[config.mk]
export PLATFORM = sky130hd
export DESIGN_NAME = http_request_header_scanner
export DESIGN_NICKNAME = d
export VERILOG_FILES = /design/src/rtl/core/hrs_pkg.sv /design/src/rtl/core/hrs_parser.sv /design/src/rtl/core/hrs_res_fifo.sv /design/src/rtl/core/http_request_header_scanner.sv
export VERILOG_INCLUDE_DIRS = /design/src /design/src/rtl/core
export SDC_FILE = /design/constraint.sdc
export NUM_CORES = 1
export LEC_CHECK = 0
export BUFFER_PORTS_ARGS = -buffer_cell sky130_fd_sc_hd__buf_4
export CORE_ASPECT_RATIO = 1.1
export CORE_MARGIN = 10
export CORE_UTILIZATION = 65
export DETAILED_ROUTE_END_ITERATION = 8
export PLACE_DENSITY = 0.84
export SETUP_SLACK_MARGIN = 0.02
export SYNTH_ARGS = -nofsm -noshare
export SYNTH_HDL_FRONTEND = slang
export SYNTH_SLANG_ARGS = --single-unit
[constraint.sdc]
create_clock -name clk -period 7.65 [get_ports clk]
set_input_delay 0 -clock clk [delete_from_list [all_inputs] [get_ports clk]]
set_output_delay 0 -clock clk [all_outputs]
set_load 0.01 [all_outputs]
[src/rtl/core/assert_macros.svh]
// Assertion macros used by the RTL top level.
`ifndef ASSERT_MACROS_SVH
`define ASSERT_MACROS_SVH

// Check that a property holds at every clock edge outside reset.
`define ASSERT_ALWAYS(lbl, prop, msg) \
  lbl: assert property (@(posedge clk) disable iff (rst) (prop)) else $error(msg);

// Check that a condition implies another one in the same cycle.
`define ASSERT_SAME(lbl, ante, cons, msg) \
  lbl: assert property (@(posedge clk) disable iff (rst) (ante) |-> (cons)) else $error(msg);

// Check that a condition implies another one in the next cycle.
`define ASSERT_NEXT(lbl, ante, cons, msg) \
  lbl: assert property (@(posedge clk) disable iff (rst) (ante) |=> (cons)) else $error(msg);

`endif

[src/rtl/core/hrs_pkg.sv]
// Shared types, codes and text-matching helpers of the HTTP request header scanner.
package hrs_pkg;

  localparam int unsigned ResDepth = 4;

  localparam logic [7:0] CH_CR    = 8'h0D;
  localparam logic [7:0] CH_LF    = 8'h0A;
  localparam logic [7:0] CH_SPACE = 8'h20;
  localparam logic [7:0] CH_NUL   = 8'h00;

  localparam logic [1:0] TAG_NONE  = 2'd0;
  localparam logic [1:0] TAG_PATH  = 2'd1;
  localparam logic [1:0] TAG_HOST  = 2'd2;
  localparam logic [1:0] TAG_AGENT = 2'd3;

  localparam logic [1:0] METH_INVALID = 2'd0;
  localparam logic [1:0] METH_GET     = 2'd1;
  localparam logic [1:0] METH_POST    = 2'd2;

  localparam logic [2:0] VER_INVALID = 3'd0;
  localparam logic [2:0] VER_0_9     = 3'd1;
  localparam logic [2:0] VER_1_0     = 3'd2;
  localparam logic [2:0] VER_1_1     = 3'd3;
  localparam logic [2:0] VER_2_0     = 3'd4;
  localparam logic [2:0] VER_3_0     = 3'd5;

  // Keyword text, right-aligned in eleven bytes.
  localparam int unsigned TxtBits = 88;
  localparam logic [TxtBits-1:0] TXT_GET   = {64'd0, "GET"};
  localparam logic [TxtBits-1:0] TXT_POST  = {56'd0, "POST"};
  localparam logic [TxtBits-1:0] TXT_V09   = {24'd0, "HTTP/0.9"};
  localparam logic [TxtBits-1:0] TXT_V10   = {24'd0, "HTTP/1.0"};
  localparam logic [TxtBits-1:0] TXT_V11   = {24'd0, "HTTP/1.1"};
  localparam logic [TxtBits-1:0] TXT_V20   = {24'd0, "HTTP/2.0"};
  localparam logic [TxtBits-1:0] TXT_V30   = {24'd0, "HTTP/3.0"};
  localparam logic [TxtBits-1:0] TXT_HOST  = {48'd0, "Host:"};
  localparam logic [TxtBits-1:0] TXT_AGENT = "User-Agent:";

  localparam logic [3:0] LEN_GET     = 4'd3;
  localparam logic [3:0] LEN_POST    = 4'd4;
  localparam logic [3:0] LEN_VERSION = 4'd8;
  localparam logic [3:0] LEN_HOST    = 4'd5;
  localparam logic [3:0] LEN_AGENT   = 4'd11;
  localparam logic [3:0] POS_MAX     = 4'd15;

  typedef struct packed {
    logic [7:0] out_byte;
    logic [1:0] token_tag;
    logic       byte_valid;
    logic       report_done;
    logic [1:0] method_code;
    logic [2:0] version_code;
    logic       host_found;
    logic       agent_found;
    logic       last_of_run;
  } res_t;

  function automatic logic gap_char(input logic [7:0] b);
    return (b == CH_SPACE) || (b == CH_LF) || (b == CH_CR) || (b == CH_NUL);
  endfunction

  // True when the keyword has byte b at position pos.
  function automatic logic char_match(input logic [TxtBits-1:0] text,
                                      input logic [3:0] len,
                                      input logic [3:0] pos,
                                      input logic [7:0] b);
    logic [3:0] idx;
    logic [6:0] bit_lo;
    idx    = len - 4'd1 - pos;
    bit_lo = {idx, 3'b000};
    return (pos < len) && (text[bit_lo +: 8] == b);
  endfunction

endpackage

[src/rtl/core/hrs_parser.sv]
// Byte-wise request-line and header parser with a one-word output delay.
module hrs_parser import hrs_pkg::*; (
  input  logic       clk,
  input  logic       rst,
  input  logic       accept,
  input  logic [7:0] data_byte,
  input  logic       end_of_message,
  output res_t       res_first,
  output res_t       res_second
);

  typedef enum logic [1:0] {
    PH_METHOD  = 2'd0,
    PH_PATH    = 2'd1,
    PH_VERSION = 2'd2,
    PH_DONE    = 2'd3
  } word_phase_t;

  typedef enum logic [1:0] {
    LN_REQUEST = 2'd0,
    LN_HEAD    = 2'd1,
    LN_REST    = 2'd2
  } line_phase_t;

  word_phase_t parse_phase, parse_phase_next;
  line_phase_t line_phase, line_phase_next;
  logic [3:0]  char_position, char_position_next;
  logic [6:0]  word_match_flags, word_match_flags_next;
  logic [1:0]  header_match_flags, header_match_flags_next;
  logic [3:0]  header_position, header_position_next;
  logic [1:0]  capture_mode, capture_mode_next;
  logic [7:0]  held_byte, held_byte_next;
  logic [1:0]  held_tag, held_tag_next;
  logic        held_valid, held_valid_next;
  logic [1:0]  method_found, method_found_next;
  logic [2:0]  version_found, version_found_next;
  logic [1:0]  found_flags, found_flags_next;
  logic        terminated, terminated_next;
  logic        prev_cr, prev_cr_next;

  logic       blank, nul, drop, old_valid;
  logic [1:0] cur_tag;
  logic       cur_valid;

  always_comb begin
    parse_phase_next        = parse_phase;
    line_phase_next         = line_phase;
    char_position_next      = char_position;
    word_match_flags_next   = word_match_flags;
    header_match_flags_next = header_match_flags;
    header_position_next    = header_position;
    capture_mode_next       = capture_mode;
    method_found_next       = method_found;
    version_found_next      = version_found;
    found_flags_next        = found_flags;
    terminated_next         = terminated;
    prev_cr_next            = prev_cr;
    cur_tag                 = TAG_NONE;
    cur_valid               = 1'b0;

    blank = gap_char(data_byte);
    nul   = (data_byte == CH_NUL);
    // drop a held agent CR once the LF that closes the value shows up
    drop  = held_valid && (held_tag == TAG_AGENT) && (held_byte == CH_CR) &&
            (capture_mode == TAG_AGENT) && (data_byte == CH_LF) && !terminated;
    old_valid = held_valid && !drop;

    if (!terminated) begin
      if (capture_mode == TAG_HOST) begin
        if (blank) capture_mode_next = TAG_NONE;
        else begin
          cur_tag   = TAG_HOST;
          cur_valid = 1'b1;
        end
      end else if (capture_mode == TAG_AGENT) begin
        if (drop || nul) capture_mode_next = TAG_NONE;
        else begin
          cur_tag   = TAG_AGENT;
          cur_valid = 1'b1;
        end
      end

      case (parse_phase)
        PH_METHOD: begin
          if (!blank) begin
            word_match_flags_next[0] = word_match_flags[0] &
                char_match(TXT_GET, LEN_GET, char_position, data_byte);
            word_match_flags_next[1] = word_match_flags[1] &
                char_match(TXT_POST, LEN_POST, char_position, data_byte);
            if (char_position < POS_MAX) char_position_next = char_position + 4'd1;
          end else begin
            if (word_match_flags[0] && char_position == LEN_GET)
              method_found_next = METH_GET;
            else if (word_match_flags[1] && char_position == LEN_POST)
              method_found_next = METH_POST;
            else
              method_found_next = METH_INVALID;
            parse_phase_next   = PH_PATH;
            char_position_next = 4'd0;
          end
        end
        PH_PATH: begin
          if (!blank) begin
            cur_tag   = TAG_PATH;
            cur_valid = 1'b1;
          end else begin
            parse_phase_next      = PH_VERSION;
            char_position_next    = 4'd0;
            word_match_flags_next = '1;
          end
        end
        PH_VERSION: begin
          if (!blank) begin
            word_match_flags_next[2] = word_match_flags[2] &
                char_match(TXT_V09, LEN_VERSION, char_position, data_byte);
            word_match_flags_next[3] = word_match_flags[3] &
                char_match(TXT_V10, LEN_VERSION, char_position, data_byte);
            word_match_flags_next[4] = word_match_flags[4] &
                char_match(TXT_V11, LEN_VERSION, char_position, data_byte);
            word_match_flags_next[5] = word_match_flags[5] &
                char_match(TXT_V20, LEN_VERSION, char_position, data_byte);
            word_match_flags_next[6] = word_match_flags[6] &
                char_match(TXT_V30, LEN_VERSION, char_position, data_byte);
            if (char_position < POS_MAX) char_position_next = char_position + 4'd1;
          end else begin
            version_found_next = VER_INVALID;
            if (char_position == LEN_VERSION) begin
              if (word_match_flags[2])      version_found_next = VER_0_9;
              else if (word_match_flags[3]) version_found_next = VER_1_0;
              else if (word_match_flags[4]) version_found_next = VER_1_1;
              else if (word_match_flags[5]) version_found_next = VER_2_0;
              else if (word_match_flags[6]) version_found_next = VER_3_0;
            end
            parse_phase_next = PH_DONE;
          end
        end
        default: ;
      endcase

      if (line_phase == LN_HEAD) begin
        if (!blank) begin
          header_match_flags_next[0] = header_match_flags[0] &
              char_match(TXT_HOST, LEN_HOST, header_position, data_byte);
          header_match_flags_next[1] = header_match_flags[1] &
              char_match(TXT_AGENT, LEN_AGENT, header_position, data_byte);
          if (header_position < POS_MAX) header_position_next = header_position + 4'd1;
        end else begin
          // start a capture only if no value is still running
          if (capture_mode_next == TAG_NONE && !nul) begin
            if (header_match_flags[0] && header_position == LEN_HOST && !found_flags[0]) begin
              found_flags_next[0] = 1'b1;
              capture_mode_next   = TAG_HOST;
            end else if (header_match_flags[1] && header_position == LEN_AGENT &&
                         !found_flags[1]) begin
              found_flags_next[1] = 1'b1;
              capture_mode_next   = TAG_AGENT;
            end
          end
          line_phase_next = LN_REST;
        end
      end
      if (prev_cr && data_byte == CH_LF) begin
        line_phase_next         = LN_HEAD;
        header_position_next    = 4'd0;
        header_match_flags_next = '1;
      end
      prev_cr_next = (data_byte == CH_CR);

      if (nul) begin
        terminated_next   = 1'b1;
        capture_mode_next = TAG_NONE;
      end
    end

    res_first.out_byte     = old_valid ? held_byte : 8'd0;
    res_first.token_tag    = old_valid ? held_tag : TAG_NONE;
    res_first.byte_valid   = old_valid;
    res_first.report_done  = 1'b0;
    res_first.method_code  = METH_INVALID;
    res_first.version_code = VER_INVALID;
    res_first.host_found   = 1'b0;
    res_first.agent_found  = 1'b0;
    res_first.last_of_run  = !end_of_message;

    res_second.out_byte     = cur_valid ? data_byte : 8'd0;
    res_second.token_tag    = cur_valid ? cur_tag : TAG_NONE;
    res_second.byte_valid   = cur_valid;
    res_second.report_done  = 1'b1;
    res_second.method_code  = method_found_next;
    res_second.version_code = version_found_next;
    res_second.host_found   = found_flags_next[0];
    res_second.agent_found  = found_flags_next[1];
    res_second.last_of_run  = 1'b1;

    held_byte_next  = cur_valid ? data_byte : 8'd0;
    held_tag_next   = cur_valid ? cur_tag : TAG_NONE;
    held_valid_next = cur_valid;

    // return to the idle state after the final word of a message
    if (end_of_message) begin
      parse_phase_next        = PH_METHOD;
      line_phase_next         = LN_REQUEST;
      char_position_next      = 4'd0;
      word_match_flags_next   = '1;
      header_match_flags_next = '1;
      header_position_next    = 4'd0;
      capture_mode_next       = TAG_NONE;
      method_found_next       = METH_INVALID;
      version_found_next      = VER_INVALID;
      found_flags_next        = 2'd0;
      terminated_next         = 1'b0;
      prev_cr_next            = 1'b0;
      held_byte_next          = 8'd0;
      held_tag_next           = TAG_NONE;
      held_valid_next         = 1'b0;
    end
  end

  always_ff @(posedge clk) begin
    if (rst) begin
      parse_phase        <= PH_METHOD;
      line_phase         <= LN_REQUEST;
      char_position      <= 4'd0;
      word_match_flags   <= '1;
      header_match_flags <= '1;
      header_position    <= 4'd0;
      capture_mode       <= TAG_NONE;
      method_found       <= METH_INVALID;
      version_found      <= VER_INVALID;
      found_flags        <= 2'd0;
      terminated         <= 1'b0;
      prev_cr            <= 1'b0;
      held_byte          <= 8'd0;
      held_tag           <= TAG_NONE;
      held_valid         <= 1'b0;
    end else if (accept) begin
      parse_phase        <= parse_phase_next;
      line_phase         <= line_phase_next;
      char_position      <= char_position_next;
      word_match_flags   <= word_match_flags_next;
      header_match_flags <= header_match_flags_next;
      header_position    <= header_position_next;
      capture_mode       <= capture_mode_next;
      method_found       <= method_found_next;
      version_found      <= version_found_next;
      found_flags        <= found_flags_next;
      terminated         <= terminated_next;
      prev_cr            <= prev_cr_next;
      held_byte          <= held_byte_next;
      held_tag           <= held_tag_next;
      held_valid         <= held_valid_next;
    end
  end

endmodule

[src/rtl/core/hrs_res_fifo.sv]
// Result queue that takes one or two results per input word and hands out one per cycle while rd_ready is high.
module hrs_res_fifo import hrs_pkg::*; #(
  parameter int unsigned Depth = ResDepth
) (
  input  logic clk,
  input  logic rst,
  input  logic push,
  input  logic push_two,
  input  res_t wr_first,
  input  res_t wr_second,
  output logic room,
  output logic rd_valid,
  input  logic rd_ready,
  output res_t rd_data
);

  localparam int unsigned PtrW = $clog2(Depth);
  localparam int unsigned CntW = $clog2(Depth + 1);

  res_t            mem [Depth];
  logic [PtrW-1:0] wr_ptr, rd_ptr;
  logic [CntW-1:0] count, count_next;
  logic            pop;
  logic [PtrW-1:0] wr_ptr_alt;

  assign pop        = rd_valid && rd_ready;
  assign rd_valid   = (count != '0);
  assign rd_data    = mem[rd_ptr];
  // keep space for the two results of a final word
  assign room       = (count <= CntW'(Depth - 2));
  assign wr_ptr_alt = wr_ptr + PtrW'(1);

  always_comb begin
    count_next = count;
    if (push) count_next = count_next + (push_two ? CntW'(2) : CntW'(1));
    if (pop)  count_next = count_next - CntW'(1);
  end

  always_ff @(posedge clk) begin
    if (push) begin
      mem[wr_ptr] <= wr_first;
      if (push_two) mem[wr_ptr_alt] <= wr_second;
    end
  end

  always_ff @(posedge clk) begin
    if (rst) begin
      wr_ptr <= '0;
      rd_ptr <= '0;
      count  <= '0;
    end else begin
      if (push) wr_ptr <= push_two ? wr_ptr + PtrW'(2) : wr_ptr_alt;
      if (pop)  rd_ptr <= rd_ptr + PtrW'(1);
      count <= count_next;
    end
  end

endmodule

[src/rtl/core/http_request_header_scanner.sv]
// Top level of the HTTP request header scanner.
// A result is registered in the result queue before it is offered.
// Throughput: one word per cycle while req_ready is high; a word with end_of_message
// yields two results, drained one per cycle while rsp_ready is high from a four-entry result queue.
// Each emitted byte leaves with the result of the following word, or in the second result of a final word.
// Synchronous reset returns the parser to the start of a request and empties the queue.
`include "assert_macros.svh"

module http_request_header_scanner import hrs_pkg::*; #(
  parameter int unsigned ResQueueDepth = ResDepth
) (
  input  logic       clk,
  input  logic       rst,
  input  logic       req_valid,
  output logic       req_ready,
  input  logic [7:0] data_byte,
  input  logic       end_of_message,
  output logic       rsp_valid,
  input  logic       rsp_ready,
  output logic [7:0] out_byte,
  output logic [1:0] token_tag,
  output logic       byte_valid,
  output logic       report_done,
  output logic [1:0] method_code,
  output logic [2:0] version_code,
  output logic       host_found,
  output logic       agent_found,
  output logic       last_of_run
);

  logic accept;
  res_t res_first, res_second, rsp;

  assign accept = req_valid && req_ready;

  hrs_parser u_parser (
    .clk            (clk),
    .rst            (rst),
    .accept         (accept),
    .data_byte      (data_byte),
    .end_of_message (end_of_message),
    .res_first      (res_first),
    .res_second     (res_second)
  );

  hrs_res_fifo #(
    .Depth (ResQueueDepth)
  ) u_res_fifo (
    .clk       (clk),
    .rst       (rst),
    .push      (accept),
    .push_two  (end_of_message),
    .wr_first  (res_first),
    .wr_second (res_second),
    .room      (req_ready),
    .rd_valid  (rsp_valid),
    .rd_ready  (rsp_ready),
    .rd_data   (rsp)
  );

  assign out_byte     = rsp.out_byte;
  assign token_tag    = rsp.token_tag;
  assign byte_valid   = rsp.byte_valid;
  assign report_done  = rsp.report_done;
  assign method_code  = rsp.method_code;
  assign version_code = rsp.version_code;
  assign host_found   = rsp.host_found;
  assign agent_found  = rsp.agent_found;
  assign last_of_run  = rsp.last_of_run;

  `ASSERT_NEXT(a_accept_gives_result, accept, rsp_valid, "accepted word produced no result")
  `ASSERT_SAME(a_report_is_last, rsp_valid && report_done, last_of_run, "report not last of run")
  `ASSERT_SAME(a_empty_byte_zero, rsp_valid && !byte_valid, out_byte == 8'd0 && token_tag == TAG_NONE, "unused byte fields not cleared")
  `ASSERT_SAME(a_no_report_zero, rsp_valid && !report_done, method_code == METH_INVALID && version_code == VER_INVALID && !host_found && !agent_found, "report fields set without report")

endmodule

==> impl_metrics.csv, run 1 <==
group,metric,value,unit
outcome,status,"completed",
synth,synth.net_count,818,
global_route,grt_pass1_wl,33700,um
place,hpwl,13200,um
flow_run,max_cap_violations,0,
finish,mostFrequentLayoutCells,"82 x nor2_1, 72 x edfxtp_1, 60 x dfxtp_1",
pwr,finalPower,2400,uW
timing,setup_viol,0,
drt,avgRoutedWirePerCell,21.8,um
clock_tree,cts_tree,"built",
clock_tree,h-tree-depth,4,
die,core,11600,sq um
synth,yosysSeqAreaShare,43.1,%
die,initial_utilization,67.4,%
synth,synth_edf_count,72,
place,numPortBuffers,34,
finish,final_area,8670,sq um
timing,hold_viol_final,0,
global_route,grt_overflow,0,
clock_tree,clkSlewWorstSetupHoldPaths,0.06,ns
finish,stdcell_count,939,
die,io_pins,35,
critical_path,cp.required,8.01,ns
drt,vias,6526,
pwr,internal_power,1640,uW
timing,finalSetupTns,0,ns
pwr,clkPwrFrac,34.9,%
critical_path,arrival,3.25,ns
finish,fin_util,74.8,%
finish,nets,822,
timing,finClkSkew,0.00674,ns
synth,ys_ff_latch,132,
timing,worstMarginPinSlew,1.03,ns
place,dp_cells,901,
drt,final_antenna_net_count,0,
pwr,seq_power_share,38.0,%
pwr,pwr-share-comb,27.1,%
timing,rsz0062_at_grt,"false",
synth,ys_types,72,
clock_tree,cts_setup_buffers,0,
timing,min_period_over_period,37.7,%
timing,period_needed,2.89,ns
place,gp_congestion,0.945,
clock_tree,ctsLongestPathBuffers,2,
drt,drt_iter0_drc,875,
finish,syn_to_final_growth,11.1,%
synth,yosysWarnings,0,
pwr,peakVddDrop,0.000190,V
clock_tree,cts.repair.resized,0,
drt,remaining_drc_errors,0,
global_route,grt_max_degree,46,
pwr,p_leak,0.00306,uW
timing,slew_viol_final,0,
synth,syn_avg_cell_area,10.1,sq um
clock_tree,clockRootBuffer,"clkbuf_16",
finish,drive_gt1_share,13.4,%
die,dieArea,16800,sq um
global_route,grt_use_total,24.3,%
timing,slew_headroom,31.5,%
finish,diodes,0,
timing,max_freq,0.346,GHz
global_route,antenna_found_initial,0,
critical_path,cp_max_fo,20,
pwr,swShare,31.9,%
synth,ys.flop_type,"edfxtp_1",
clock_tree,cts.sinks,132,
critical_path,endpoint_kind,"register",
critical_path,crit_path_start_kind,"register",
clock_tree,clkLatencyLatePin,0.43,ns
drt,dr.pass1.iters,6,
finish,fillerInstances,767,
place,dpl_cell_area,8010,sq um
clock_tree,cts_buffers,17,
global_route,grt_pass1_vias,6582,
die,die_width,125,um
die,die_h,135,um
drt,viasPerCell,6.95,
synth,synthArstFlopShare,0,%
critical_path,path_class,"reg -> reg",
finish,layout_commonest_cell,"nor2_1",
hold_path,hold_path.class,"in -> reg",
pwr,switching_power,766,uW
pwr,power_density,277,nW/um^2
synth,syn_area,7810,sq um
drt,finalWirelength,20400,um
die,num_rows,41,
synth,syn_inst,772,
-- timing repair --
action,4_1_cts,5_1_grt
hold endpoints to repair,19,0
endpoints found under the setup margin,0,0
hold buffers,6,0
-- final timing paths --
check,startpoint,end,slack [ns],cells after the start
worst max-delay path,u_res_fifo.count[1]$_SDFF_PP0_,u_parser.word_match_flags[5]$_SDFFE_PP1P_,4.76,7
worst min-delay path,data_byte[5],u_parser.held_byte[5]$_SDFFE_PP0P_,0.01,2
worst max register to register,u_res_fifo.count[1]$_SDFF_PP0_,u_parser.word_match_flags[5]$_SDFFE_PP1P_,4.76,7
worst min register to register,u_res_fifo.mem[3][8]$_SDFFE_PP1P_,u_res_fifo.mem[3][8]$_SDFFE_PP1P_,0.46,2
-- worst max-delay path: stages, from the launching register on --
cell     delay [ns]
dfxtp_1        0.35
a21oi_1        0.24
and2_1         0.46
buf_4          0.34
o21ai_1        0.29
o41ai_1        0.88
nor2_1         0.10
a21oi_1        0.15
-- cells in the mapped netlist (11+ instances only) --
cell type   n  share of area, %
clkbuf_1   49               2.4
nor2_1     82               3.9
xnor2_1    17               1.9
o21ai_0    33               2.1
inv_1      26               1.2
a32o_1     41               5.3
and3_1     14               1.1
a31oi_1    13               1.0
nand2b_1   13               1.0
mux4_2     20               5.8
mux2i_1    13               1.7
ha_1       32               5.1
edfxtp_1   72                28
a22o_1     11               1.2
nand2_1    44               2.1
dfxtp_1    60                15
nand3_1    21               1.3
nor2b_1    14               1.1
a21oi_1    41               2.6
nor3_1     14              0.90
-- layer usage --
layer / vias up / track usage (%) / part of all wire, %
met2: 352 / 42.1 / 51
met3: 69 / 5.83 / 8.1
li1: 2941 / - / -
met1: 3164 / 28.0 / 38
met5: - / 0 / 0
met4: 0 / 10.9 / 2.9
-- stage by stage --
stage / hold WS [ns] / setup slack (ns)
final: 0.0144 / 4.76
after global routing: 0.0425 / 4.50
after CTS: 0.0127 / 4.81
after detailed placement: 0.338 / 4.86
after global placement: 0.317 / 4.93
after floorplan: 0.183 / 5.23
-- logic make-up after synthesis --
logic type,count (synthesis),share of synthesized area [%]
adder cells (fa/ha/maj),33,5.38
buffers and inverters,86,4.82
multiplexers,34,7.58
AO/OA/AOI/OAI,205,19.4
XOR/XNOR,27,3.03
flip-flops,132,43.1
AND/OR/NAND/NOR,255,16.8
-- final cells by class --
cell class | count | area, sq um | share of cell area, %
clock buffer | 17 | 425 | 4.90
clock inverter | 15 | 181 | 2.09
inverter | 27 | 101 | 1.17
multi-input combinational | 554 | 4070 | 46.9
sequential | 132 | 3360 | 38.8
tap | 150 | 188 | 2.16
timing repair buffer | 44 | 345 | 3.98
-- sequential cells by signal, summed over array words and instances (netlist names), named ones only --
name                         cells
u_parser.capture_mode            2
u_parser.char_position           4
u_parser.found_flags             2
u_parser.header_match_flags      2
u_parser.header_position         4
u_parser.held_byte               8
u_parser.held_tag                2
u_parser.held_valid              1
u_parser.line_phase              2
u_parser.method_found            2
u_parser.parse_phase             2
u_parser.prev_cr                 1
u_parser.terminated              1
u_parser.version_found           3
u_parser.word_match_flags        7
u_res_fifo.count                 3
u_res_fifo.mem                  80
u_res_fifo.rd_ptr                2
u_res_fifo.wr_ptr                2
-- power groups by stage --
stage,sequential [uW],combinational [uW],clock (uW)
finish,914,651,838
global route,924,712,869
CTS,913,654,837
detailed placement,924,642,0
global placement,916,625,0
floorplan,896,448,0
Power figures use the tool's default switching activity.
==> run 2: changes to the inputs <==
- CORE_UTILIZATION: 65 -> 56
- PLACE_DENSITY: 0.84 -> 0.76
- clock period: 7.65 -> 2.57 ns (I/O delays scaled with it)
==> run 2 against run 1 <==
Against the previous run:
- the flow now finishes with violations (negative setup slack)
- non-clock buffer count increased by 24
- final area increased by 2.5%
- first-iteration DRC count decreased by 16%
- largest power group unchanged
==> impl_metrics.csv, run 2 (synthesis results as in run 1) <==
group,metric,value,unit
global_route,grt_overflow,0,
drt,avgRoutedWirePerCell,20.7,um
finish,fillerInstances,1095,
drt,finalWirelength,20700,um
clock_tree,cts.sinks,132,
drt,final_antenna_net_count,0,
die,core,13700,sq um
critical_path,crit_family,"compound AO/OA/AOI/OAI gates",
flow_run,max_cap_violations,0,
outcome,status,"complete, but fails checks",
clock_tree,cts_buffers,17,
finish,final_area,8890,sq um
clock_tree,cts_tree,"built",
timing,slew_viol_final,0,
global_route,grt_pass1_vias,6714,
pwr,peakVddDrop,0.000514,V
timing,worstMarginPinSlew,0.733,ns
finish,largest_register_ffs,80,
timing,hold_viol_final,0,
hold_path,hp-start,"data_byte[5]",
critical_path,crit_path_start,"u_parser.held_byte[2]$_SDFFE_PP0P_",
drt,viasPerCell,6.58,
place,dpl_cell_area,8260,sq um
die,io_pins,35,
critical_path,cp_max_fo,45,
die,dieArea,19100,sq um
die,num_rows,45,
finish,nets,846,
die,die_width,133,um
outcome,violations,"negative setup slack",
timing,max_freq,0.386,GHz
drt,drt_iter0_drc,734,
finish,diodes,0,
timing,period_needed,2.59,ns
die,initial_utilization,56.8,%
place,hpwl,14000,um
timing,finClkSkew,0.00793,ns
drt,dr.pass1.iters,6,
timing,min_period_over_period,101,%
drt,remaining_drc_errors,0,
clock_tree,ctsLongestPathBuffers,2,
finish,top_register,"u_res_fifo.mem",
critical_path,path_class,"reg -> reg",
critical_path,r2r_start,"u_parser.held_byte[2]$_SDFFE_PP0P_",
place,gp_congestion,0.891,
finish,mostFrequentLayoutCells,"82 x nor2_1, 72 x edfxtp_1, 62 x buf_4",
finish,drive_gt1_share,16.4,%
global_route,grt_max_degree,46,
critical_path,crit_buf_inv,1,
die,die_h,144,um
critical_path,crit_path_start_kind,"register",
drt,vias,6586,
global_route,antenna_found_initial,0,
timing,slew_headroom,50.5,%
finish,layout_commonest_cell,"nor2_1",
pwr,finalPower,7030,uW
timing,worst_slack,-0.0195,ns
critical_path,endpoint_kind,"register",
critical_path,worst_path_most_repeated_cell,"a32o_1",
pwr,power_density,791,nW/um^2
clock_tree,clkLatencyLatePin,0.42,ns
clock_tree,h-tree-depth,4,
clock_tree,clkSlewWorstSetupHoldPaths,0.06,ns
global_route,grt_use_total,21.7,%
pwr,p_leak,0.00316,uW
finish,syn_to_final_growth,13.8,%
critical_path,cpPeakStageDelay,0.46,ns
global_route,grt_pass1_wl,33700,um
critical_path,path_cells,"nand4_1, nor4_2, a31oi_2, a32o_1, nand2b_1, buf_4, a32o_1",
finish,largestRegisters,"u_res_fifo.mem (80), u_parser.held_byte (8), u_parser.word_match_flags (7)",
place,numPortBuffers,34,
critical_path,critPathSlowestCell,"dfxtp_1",
hold_path,hold_path.class,"in -> reg",
critical_path,cp.required,2.74,ns
clock_tree,clockRootBuffer,"clkbuf_16",
timing,setup_viol,10,
critical_path,arrival,2.76,ns
-- run 2: repair_timing --
item	4_1_cts	5_1_grt
buffers inserted	0	0
hold buffers	5	0
gates resized for setup	0	2
hold endpoints to repair	15	0
endpoints found under the setup margin	0	41
-- run 2: worst register-to-register path, delay by kind of cell (launching register included) --
| family | cells | cell delay (ns) |
|---|---|---|
| DFF | 1 | 0.46 |
| buffers and inverters | 1 | 0.29 |
| and+or+nand+nor | 3 | 0.75 |
| AOI/OAI and AO/OA | 3 | 0.85 |
-- run 2: area by class of cell --
cell class / count / area [sq um] / share of cell area (%)
flip-flops and latches: 132 / 3360 / 37.9
inverters: 27 / 101 / 1.14
clock buffers: 17 / 425 / 4.79
repair buffers: 68 / 536 / 6.02
multi-input cells: 554 / 4080 / 45.9
clock inverters: 15 / 150 / 1.69
well taps: 188 / 235 / 2.65
-- run 2: path summary, 6_finish.rpt --
kind | to | slack (ns) | cells past startpoint
worst min register to register | u_res_fifo.mem[3][8]$_SDFFE_PP1P_ | 0.44 | 2
worst min-delay path | u_parser.held_byte[5]$_SDFFE_PP0P_ | 0.02 | 2
worst max-delay path | u_res_fifo.mem[0][18]$_DFFE_PP_ | -0.02 | 7
worst max register to register | u_res_fifo.mem[0][18]$_DFFE_PP_ | -0.02 | 7
-- run 2: stage by stage --
step	hold WS [ns]	utilization [%]	instances	worst slack (ns)	setup TNS [ns]
6_report	0.0228	64.7	1001	-0.0195	-0.0661
5_1_grt	0.0357	64.7	1001	-0.0478	-0.702
4_1_cts	0.00972	64.6	1001	0.0436	0
3_5_place_dp	0.338	60.1	964	0.102	0
3_3_place_gp	0.313	60.1	964	0.182	0
2_1_floorplan	0.183	-	772	0.150	0
-- run 2: per-layer routing --
layer,track usage (%),wire length [um],vias up
met5,0,0,-
li1,-,-,3000
met1,25.0,8260,3218
met3,4.47,1390,53
met2,38.9,10600,315
met4,7.88,410,0
-- run 2: report_power, final --
part           total [uW]  switching [uW]  leakage, uW  internal [uW]
clock network        2330             978     0.000274           1350
registers            2660             120      0.00117           2540
logic                2040            1120      0.00172            918
